## src/rtl/core/assert_macros.svh

```systemverilog
// ----------------------------------------------------------------------------
// assert_macros.svh
// Concurrent assertion macros, compiled out for synthesis.
// ----------------------------------------------------------------------------
`ifndef ASSERT_MACROS_SVH
`define ASSERT_MACROS_SVH
`ifndef SYNTHESIS
`define BPA_ASSERT(lbl, clk, rstn, prop, msg) \
  lbl: assert property (@(posedge clk) disable iff (!rstn) prop) else $error(msg);
`define BPA_ASSERT_ALWAYS(lbl, clk, prop, msg) \
  lbl: assert property (@(posedge clk) prop) else $error(msg);
`else
`define BPA_ASSERT(lbl, clk, rstn, prop, msg)
`define BPA_ASSERT_ALWAYS(lbl, clk, prop, msg)
`endif
`endif

```

## src/rtl/core/bpa_ram.sv

```systemverilog
// ----------------------------------------------------------------------------
// bpa_ram
// Single-port synchronous RAM with registered read.
// ----------------------------------------------------------------------------
`default_nettype none
module bpa_ram #(
  parameter int W  = 8,
  parameter int AW = 8
) (
  input  wire logic          clk,
  input  wire logic          en,
  input  wire logic          we,
  input  wire logic [AW-1:0] addr,
  input  wire logic [W-1:0]  wdata,
  output logic      [W-1:0]  rdata
);
  logic [W-1:0] mem [(1 << AW)];

  always_ff @(posedge clk) begin
    if (en) begin
      if (we) begin
        mem[addr] <= wdata;
      end else begin
        rdata <= mem[addr];
      end
    end
  end
endmodule
`default_nettype wire

```

## config.mk

```make
export PLATFORM = sky130hd
export DESIGN_NAME = bpa_ram
export DESIGN_NICKNAME = d
export VERILOG_FILES = /design/src/rtl/core/assert_macros.svh /design/src/rtl/core/bpa_ram.sv
export SDC_FILE = /design/constraint.sdc
export NUM_CORES = 2
export LEC_CHECK = 0
export BUFFER_PORTS_ARGS = -buffer_cell sky130_fd_sc_hd__buf_2
export CORE_MARGIN = 2
export CORE_UTILIZATION = 57
export DETAILED_ROUTE_END_ITERATION = 12
export PLACE_DENSITY = 0.83
export SLEW_MARGIN = 20
export SYNTH_ARGS = -nofsm -noshare
export SYNTH_HDL_FRONTEND = slang
export SYNTH_SLANG_ARGS = --single-unit
export TNS_END_PERCENT = 1
```

## constraint.sdc

```tcl
create_clock -name clk -period 2.79 [get_ports clk]
set_clock_uncertainty 0.2 [all_clocks]
set_input_delay 0.558 -clock clk [delete_from_list [all_inputs] [get_ports clk]]
set_output_delay 0.558 -clock clk [all_outputs]
set_load 0.005 [all_outputs]
```

==> results.md <==
* Run status: finished with violations
* Failing checks: negative setup slack
* Synth area leader: edfxtp_1
* Clk slew on worst S/H paths at 0.07 ns
* Post-synth top area share at 0.788
* CP cell instances: buf_12 > buf_12 > buf_12 > buf_4 > mux4_2 > a22oi_1 > a21oi_1 > o41ai_2 > buf_4 > nand4_1
* RSZ-0062 raised after global routing: yes
* First-pass GRT wire length at 308 mm
* DIE AREA at 0.140 mm^2
* Setup Fix Bufs, Post-CTS at 0
* Worst path arrival time at 3.23 ns
* Avg WL per Cell at 35.9 um
* Starting density of the core at 0.572
* Most area-consuming cells after synthesis: edfxtp_1 (79%), mux4_2 (15%), a22oi_1 (2.5%), nor2_1 (1.2%), a21oi_1 (0.82%)
* Core Rows at 136
* I/O pins at 27
* Vias in the first global route at 43200
* Root Buffer: clkbuf_16
* Core area at 0.137 mm^2
* Clock sinks at 2056
* P_leak at 29.1 nW
* Vias per cell at 7.06
* Synth async-reset ratio at 0
* Most common cell in the netlist: edfxtp_1
* Max Slew Vio Count at 0
* Slew HR at 0.289
* Nature of the critical path endpoint: flip-flop
* Fmax at 0.347 GHz
* Largest net degree at the start of global routing at 114
* Worst path max stage delay at 0.58 ns
* Post-synthesis average cell area at 22.2 um^2
* Crit-path max FO at 18
* Cells after DPL at 5685
* Post-synth EDFFs at 2056
* Worst path required time at 3.14 ns
* Finished Layout Cells at 6026
* TritonRoute pass-1 iters at 8
* Total number of vias at 42600
* Die X at 375 um
* DR iter-0 viols at 7969
* Hold Crit Class: in -> reg
* Fin. Hold Viols at 0
* Final setup violation count at 3
* GRT Util Overall at 0.307
* Post-route ant nets at 0
* Post-synth cell types at 21
* Ratio of cells with drive above 1 in the final layout at 0.348
* DRC viols at 0
* YS warnings at 0
* Seq cells post-synth at 2056
* Net Count, Synth at 3545
* Crit Path Class: in -> reg
* Clock latency on the worst-skew pair at 0.85 ns
* Slowest CP cell: mux4_2
* Most used cell, CP: buf_12
* Synthesized area at 0.0784 mm^2
* PwrDens at 673 mW/mm^2
* PortBufs at 26
* Most frequent cells after synthesis: edfxtp_1 (2056), mux4_2 (512), nor2_1 (259)
* Die height at 375 um
* Fin nets at 4100
* Final TNS setup at -0.174 ns
* Maxcap violations at 0
* Ys flop type: edfxtp_1
* Maximum buffer depth of the clock tree at 3
* Initial antenna violation count at 6
* Dpl hpwl at 125 mm
* Wirelength, routed at 216 mm
* Setup ws final at -0.0898 ns
* Layout overhead on the synthesized area at 17.6%
* Total gr overflow at 0
* Period Utilization, post-route at 1.03
* CTS tree: built
* Max H-tree Level at 4
* Mapped Cells at 3526
* CTS buffer count at 187
* Critical path launch point type: input port
* Final Critical Period at 2.88 ns
* Least-Margin Pin Slew at 1.06 ns
* Max IR drop VDD at 748 uV
* Global placer's final weighted congestion at 0.886
* Register area share after synthesis at 0.788
-- state kept, by name (all words and copies together), names as in the netlist --
signal and count:
mem 2048, rdata 8
-- final timing paths --
kind                                   from           to  slack, ns  cells after the start
worst max-delay path                addr[0]     rdata[6]      -0.09                     10
worst min-delay path               wdata[6]  mem[214][6]       0.03                      1
worst max register to register   mem[61][6]     rdata[6]      -0.06                      6
worst min register to register  mem[130][1]     rdata[1]       1.02                      6
-- placed cells by master (no fill, tap or decap), drive strengths merged --
| cell type | count |
|---|---|
| a21oi | 128 |
| a22oi | 256 |
| and2 | 2 |
| and4 | 1 |
| buf | 582 |
| bufinv | 9 |
| clkbuf | 249 |
| clkinv | 78 |
| clkinvlp | 3 |
| diode | 5 |
| dlygate4sd3 | 1 |
| edfxtp | 2056 |
| inv | 4 |
| mux4 | 512 |
| nand2 | 30 |
| nand2b | 2 |
| nand3 | 4 |
| nand4 | 8 |
| nor2 | 259 |
| nor2b | 7 |
| nor3 | 1 |
| nor3b | 2 |
| o41ai | 32 |
| or2 | 1 |
-- logic make-up (layout without fill, tap and decap cells) --
logic type             Yosys count  in the layout  synth area share
flip-flops                    2056           2056             0.788
multiplexers                   512            512             0.147
AO/OA/AOI/OAI                  416            416            0.0363
AND/OR/NAND/NOR                317            317            0.0161
buffers and inverters          225            926            0.0128
other                            0              5                 0
-- critical path, delay by kind of cell --
kind	cells	cell delay, ns
simple gates	1	0.11
mux	1	0.58
buf+inv	5	1.08
compound gates	3	0.86
-- report_power, final --
part / switching, mW / internal, mW
registers: 0.0215 / 34.0
clock network: 11.3 / 13.4
logic: 2.06 / 1.30
total: 13.4 / 48.7
-- metal layers --
metal | up-vias | global-route usage | routed length, um
met2 | 4049 | 0.486 | 105000
met1 | 21600 | 0.398 | 69000
met5 | - | 0 | 34
li1 | 16100 | - | -
met4 | 6 | 0.157 | 12500
met3 | 787 | 0.0820 | 29700
-- area by class of cell --
cell class	count	area, um^2
Sequential cell	2056	61700
Tap cell	1794	2240
Clock inverter	94	781
Clock buffer	241	4950
Fill cell	7585	44800
Antenna cell	5	12.5
Multi-Input combinational cell	1245	16500
Timing Repair Buffer	591	5920
-- repair_timing --
| action | 4_1_cts | 5_1_grt |
|---|---|---|
| pin swaps | 1 | 3 |
| hold endpoints to repair | 2 | 0 |
| hold buffers | 1 | 0 |
| setup endpoints to repair | 7 | 8 |
| resized for setup | 15 | 16 |
-- metrics by stage --
stage / hold slack (ns) / power (mW) / utilization / worst slack [ns] / area, um^2
after floorplan: 0.457 / 36.2 / - / -0.125 / 79000
after global routing: 0.0222 / 63.3 / 0.673 / -0.0446 / 92200
after detailed placement: 0.865 / 37.9 / 0.629 / -1.09 / 86200
after global placement: 0.839 / 37.7 / 0.629 / -1.23 / 86200
after CTS: 0.000536 / 62.0 / 0.672 / -0.0155 / 92100
final: 0.0340 / 62.1 / 0.673 / -0.0898 / 92200
(Power assumes the default switching activity.)
