`src/rtl/core/assert_macros.svh`:
```
// ----------------------------------------------------------------------------
// assert_macros.svh
// Concurrent assertion macros, compiled out for synthesis.
// ----------------------------------------------------------------------------
`ifndef ASSERT_MACROS_SVH
`define ASSERT_MACROS_SVH
`ifndef SYNTHESIS
`define BPA_ASSERT(lbl, clk, rstn, prop, msg) \
  lbl: assert property (@(posedge clk) disable iff (!rstn) prop) else $error(msg);
`define BPA_ASSERT_ALWAYS(lbl, clk, prop, msg) \
  lbl: assert property (@(posedge clk) prop) else $error(msg);
`else
`define BPA_ASSERT(lbl, clk, rstn, prop, msg)
`define BPA_ASSERT_ALWAYS(lbl, clk, prop, msg)
`endif
`endif

```
`src/rtl/core/bpa_pkg.sv`:
```
// ----------------------------------------------------------------------------
// bpa_pkg
// Shared constants and types of the buddy page allocator.
// ----------------------------------------------------------------------------
`default_nettype none
package bpa_pkg;
  localparam int PAGE_BITS = 12;
  localparam int TOP_ORDER = 10;
  localparam int NORD      = TOP_ORDER + 1;
  localparam int PG_W      = PAGE_BITS;
  localparam int LNK_W     = PAGE_BITS + 1;
  localparam int ORD_W     = 4;
  localparam int OIDX_W    = $clog2(NORD);
  localparam int PM_W      = ORD_W + 1;

  localparam logic [LNK_W-1:0] NIL = LNK_W'(1) << PAGE_BITS;

  localparam logic ACT_ALLOC = 1'b0;
  localparam logic ACT_FREE  = 1'b1;

  localparam logic [1:0] ST_OK   = 2'd0;
  localparam logic [1:0] ST_FAIL = 2'd1;
  localparam logic [1:0] ST_DUP  = 2'd2;

  typedef struct packed {
    logic              pop;
    logic              push;
    logic              set_head;
    logic [OIDX_W-1:0] idx;
    logic [LNK_W-1:0]  head_val;
  } lst_op_t;
endpackage
`default_nettype wire

```
`src/rtl/core/bpa_lists.sv`:
```
// ----------------------------------------------------------------------------
// bpa_lists
// Per-order free list heads and counts.
// ----------------------------------------------------------------------------
`default_nettype none
module bpa_lists (
  input  wire logic                       clk,
  input  wire logic                       rst_n,
  input  wire logic [bpa_pkg::OIDX_W-1:0] rd_idx,
  input  wire bpa_pkg::lst_op_t           op,
  output logic      [bpa_pkg::LNK_W-1:0]  rd_head,
  output logic      [bpa_pkg::LNK_W-1:0]  rd_cnt
);
  logic [bpa_pkg::LNK_W-1:0] head_r [bpa_pkg::NORD];
  logic [bpa_pkg::LNK_W-1:0] cnt_r  [bpa_pkg::NORD];

  assign rd_head = head_r[rd_idx];
  assign rd_cnt  = cnt_r[rd_idx];

  always_ff @(posedge clk) begin
    if (!rst_n) begin
      for (int i = 0; i < bpa_pkg::NORD; i++) begin
        head_r[i] <= bpa_pkg::NIL;
        cnt_r[i]  <= '0;
      end
    end else if (op.push) begin
      head_r[op.idx] <= op.head_val;
      cnt_r[op.idx]  <= cnt_r[op.idx] + 1'b1;
    end else if (op.pop) begin
      if (op.set_head) begin
        head_r[op.idx] <= op.head_val;
      end
      cnt_r[op.idx] <= cnt_r[op.idx] - 1'b1;
    end
  end
endmodule
`default_nettype wire

```
`config.mk`:
```
export PLATFORM = sky130hd
export DESIGN_NAME = bpa_lists
export DESIGN_NICKNAME = d
export VERILOG_FILES = /design/src/rtl/core/assert_macros.svh /design/src/rtl/core/bpa_pkg.sv /design/src/rtl/core/bpa_lists.sv
export SDC_FILE = /design/constraint.sdc
export NUM_CORES = 1
export LEC_CHECK = 0
export ABC_AREA = 1
export BUFFER_PORTS_ARGS = -buffer_cell sky130_fd_sc_hd__buf_2
export CORE_ASPECT_RATIO = 0.8
export CORE_UTILIZATION = 30
export CTS_BUF_LIST = sky130_fd_sc_hd__clkbuf_8 sky130_fd_sc_hd__clkbuf_16
export DETAILED_ROUTE_END_ITERATION = 10
export GPL_ROUTABILITY_DRIVEN = 0
export PLACE_DENSITY = 0.44
export SLEW_MARGIN = 40
export SYNTH_ARGS = -nofsm -noshare
export SYNTH_HDL_FRONTEND = slang
export SYNTH_SLANG_ARGS = --single-unit
```
`constraint.sdc`:
```
create_clock -name clk -period 3.9 [get_ports clk]
set_input_delay 1.17 -clock clk [delete_from_list [all_inputs] [get_ports clk]]
set_output_delay 1.17 -clock clk [all_outputs]
set_load 0.03 [all_outputs]
```
==> results.py <==
metrics = {
    "critical_path": {
        "cp_slowest_stage_delay_ns": 0.26,
        "worstSetupStartpointType": "primary input",
        "worst-r2r-cell-count": 19,
        "cp_slowest_cell": "nand3_1",
        "worstPathMaxFanout": 33,
        "crit_chain": "buf_4 -> clkinv_2 -> buf_12 -> o211ai_1 -> nand3_1 -> nand2_1 -> buf_2",
        "reg2reg_slack_ns": 0.80,
        "crit_type": "in2out",
        "worstPathArrival_ns": 2.66,
        "rr_startpoint": "cnt_r[3][0]$_SDFFCE_PN0P_",
        "cp.required_ns": 2.73,
        "r2r-end": "cnt_r[2][12]$_SDFFCE_PN0P_",
        "cp-end-kind": "output pin",
    },
    "route": {
        "vias_per_cell": 5.064,
        "vias": 16740,
        "drt_iter0_drc": 1848,
        "postRouteAntennaNets": 0,
        "drc": 0,
        "dr.pass1.iters": 6,
        "wl_per_cell_um": 22.13,
        "wirelength_um": 73140,
    },
    "timing": {
        "finalWorstSetupSlack_ns": 0.07008,
        "rsz0062_at_grt": "true",
        "skew_ns": 0.01476,
        "worst_slew_pin_slew_ns": 0.6580,
        "hold_viol_final": 0,
        "slew_viol_final": 0,
        "fin_crit_ns": 3.830,
        "setup_violations": 0,
        "slew_headroom_pct": 56.14,
        "fin_crit_sh_pct": 98.20,
        "timing.fmax_mhz": 261.1,
    },
    "logic_synthesis": {
        "synth.area.top_cells": "edfxtp_1 56%, a21oi_1 5.9%, o21ai_0 5.7%, nor2_1 5.7%, inv_1 3.9%",
        "synth_edf_count": 390,
        "ys.flop_type": "edfxtp_1",
        "syn_nets": 2205,
        "yosys.cell_count.top_type": "edfxtp_1",
        "avgSynthCellArea_sq_um": 9.574,
        "synth_cell_types": 39,
        "synth_area_sq_mm": 0.02075,
        "synth_top_cell_area_share_pct": 56.45,
        "yosysTopAreaCell": "edfxtp_1",
        "ys_warn_count": 0,
        "yosysSeqAreaShare_pct": 58.96,
        "synth_cells": 2167,
        "synthTopCellsByCount": "390 x edfxtp_1, 314 x nor2_1, 245 x a21oi_1",
        "synth_seq_cells": 416,
        "synthArstFlopShare_pct": 0,
    },
    "clocking": {
        "clkTransAtPathRegs_ns": 0.06,
        "cts_max_path_buffers": 3,
        "cts-hold-fix-buffers": 0,
        "post_cts_buffers": 0,
        "numCtsBuffers": 48,
        "cts_root_buffer": "clkbuf_16",
        "clock_latency_ns": 0.60,
        "cts.sinks": 416,
        "cts_tree": "yes",
        "h-tree-depth": 2,
    },
    "die": {
        "die-area_sq_mm": 0.07022,
        "std_cell_rows": 85,
        "die_w_um": 296.0,
        "start_util_pct": 30.58,
        "core_sq_mm": 0.06785,
        "pin_count": 52,
        "die_h_um": 237.2,
    },
    "final_layout": {
        "area_delta_synth_final_pct": 23.67,
        "fillCellCount": 6843,
        "drive_gt1_share_pct": 18.19,
        "nNetsFinal": 2391,
        "fin_cells": 3305,
        "diodes": 0,
        "stdcell_area_sq_mm": 0.02566,
    },
    "global_route": {
        "grt_max_degree": 58,
        "gr-total-overflow": 0,
        "grt_util_all_layers_pct": 20.72,
        "grt_pass1_wl_um": 106700,
        "antenna_found_initial": 2,
        "grt_pass1_vias": 15990,
    },
    "power_and_ir_drop": {
        "totalPowerFinal_uw": 11200,
        "vdd_drop_max_v": 0.0002918,
        "powerDensity_mw_per_mm2": 436.7,
        "cellLeakagePower_uw": 0.009725,
    },
    "worst_hold_path": {
        "holdPathStages": 2,
        "min_from": "head_r[10][9]$_SDFFE_PN0P_",
        "min_to": "head_r[10][9]$_SDFFE_PN0P_",
        "min_path_type": "reg2reg",
    },
    "placed_design": {
        "place_ws_ns": -0.5072,
        "portBuffers": 51,
        "hpwlAfterDp_um": 49450,
        "dpl_cell_area_sq_mm": 0.02389,
        "place_inst": 3213,
    },
    "job": {
        "cap_viol_max_count": 0,
    },
    "run_status": {
        "outcome": "completed",
    },
}
## cells in the final DEF (no fill, tap or decap), drive strengths merged
cell type / netlist / layout
o221ai: 2 / 2
mux2i: 50 / 50
nand4: 2 / 2
o211ai: 100 / 100
nand2: 210 / 210
or2: 1 / 1
bufinv: 0 / 2
a21oi: 245 / 245
o21ai: 247 / 247
nand3b: 1 / 1
clkbuf: 98 / 60
buf: 59 / 290
or3: 2 / 2
edfxtp: 390 / 390
xor2: 1 / 1
nor2: 338 / 338
nor3: 19 / 19
a21o: 2 / 2
dfxtp: 26 / 26
clkinvlp: 0 / 2
inv: 235 / 245
ha: 11 / 11
fa: 1 / 1
a31oi: 11 / 11
o2111ai: 23 / 23
a211oi: 1 / 1
clkinv: 12 / 30
nand3: 80 / 80
## state kept, by name (all words and copies together) (netlist names)
signal and count:
head_r 208, cnt_r 208
## layer usage
layer / track usage, % / part of all wire, % / up-vias
met3: 3.394 / 7.5 / 59
li1: - / - / 7926
met4: 3.733 / 1.2 / 0
met2: 30.56 / 43 / 559
met1: 31.85 / 49 / 8192
met5: 0 / 0 / -
## critical path: cells and delay by family
family	cells	cell delay [ns]
buffers and inverters	4	0.75
AO/OA/AOI/OAI	1	0.25
AND/OR/NAND/NOR	2	0.44
## logic make-up (layout without fill, tap and decap cells)
family / count (synthesis) / in the layout / share of synthesized area, %
flip-flops: 416 / 416 / 58.96
AO/OA/AOI/OAI: 631 / 631 / 17.01
AND/OR/NAND/NOR: 653 / 653 / 13.12
buffers and inverters: 404 / 629 / 7.696
XOR/XNOR: 1 / 1 / 0.04222
multiplexers: 50 / 50 / 2.412
adder cells (fa/ha/maj): 12 / 12 / 0.7599
## area by class of cell
cell class / count / area (sq um) / area share [%]
Clock buffer: 57 / 1348 / 5.252
Clock inverter: 32 / 210.2 / 0.8193
Inverter: 247 / 929.6 / 3.623
Multi-Input combinational cell: 1347 / 7017 / 27.35
Sequential cell: 416 / 12230 / 47.67
Tap cell: 913 / 1142 / 4.452
Timing Repair Buffer: 293 / 2779 / 10.83
## metrics by stage
step | TNS, ns | utilization [%] | hold WS, ns
5_1_grt | -0.002881 | 37.81 | 0.4762
4_1_cts | 0 | 37.52 | 0.4599
3_5_place_dp | -55.08 | 35.21 | 0.4514
3_3_place_gp | -59.52 | 35.21 | 0.4414
2_1_floorplan | 0 | - | 0.4304
6_report | 0 | 37.81 | 0.4568
## repair_timing
item                                    in CTS  in global routing
endpoints found under the setup margin       1                107
gates resized for setup                      1                 25
pin swaps                                    0                  7
cloned                                       0                  3
## how the worst max path moves through the flow
stage                         start                         end  slack, ns  cells after the start
final                     rd_idx[1]                  rd_head[9]       0.07                      7
after global routing         op[14]   cnt_r[0][6]$_SDFFCE_PN0P_     -0.003                     22
after CTS                 rd_idx[0]                   rd_cnt[0]       0.05                      8
after detailed placement     op[13]  cnt_r[2][12]$_SDFFCE_PN0P_      -0.51                     21
after global placement       op[13]  cnt_r[3][12]$_SDFFCE_PN0P_      -0.56                     23
after floorplan              op[15]     cnt_r[11][11]$_DFFE_PP_      0.003                     17
## power by group
group          switching (uW)  internal (uW)
Clock                    1870           2580
Sequential               63.9           5080
Combinational            1040            569
(Power assumes the default switching activity.)
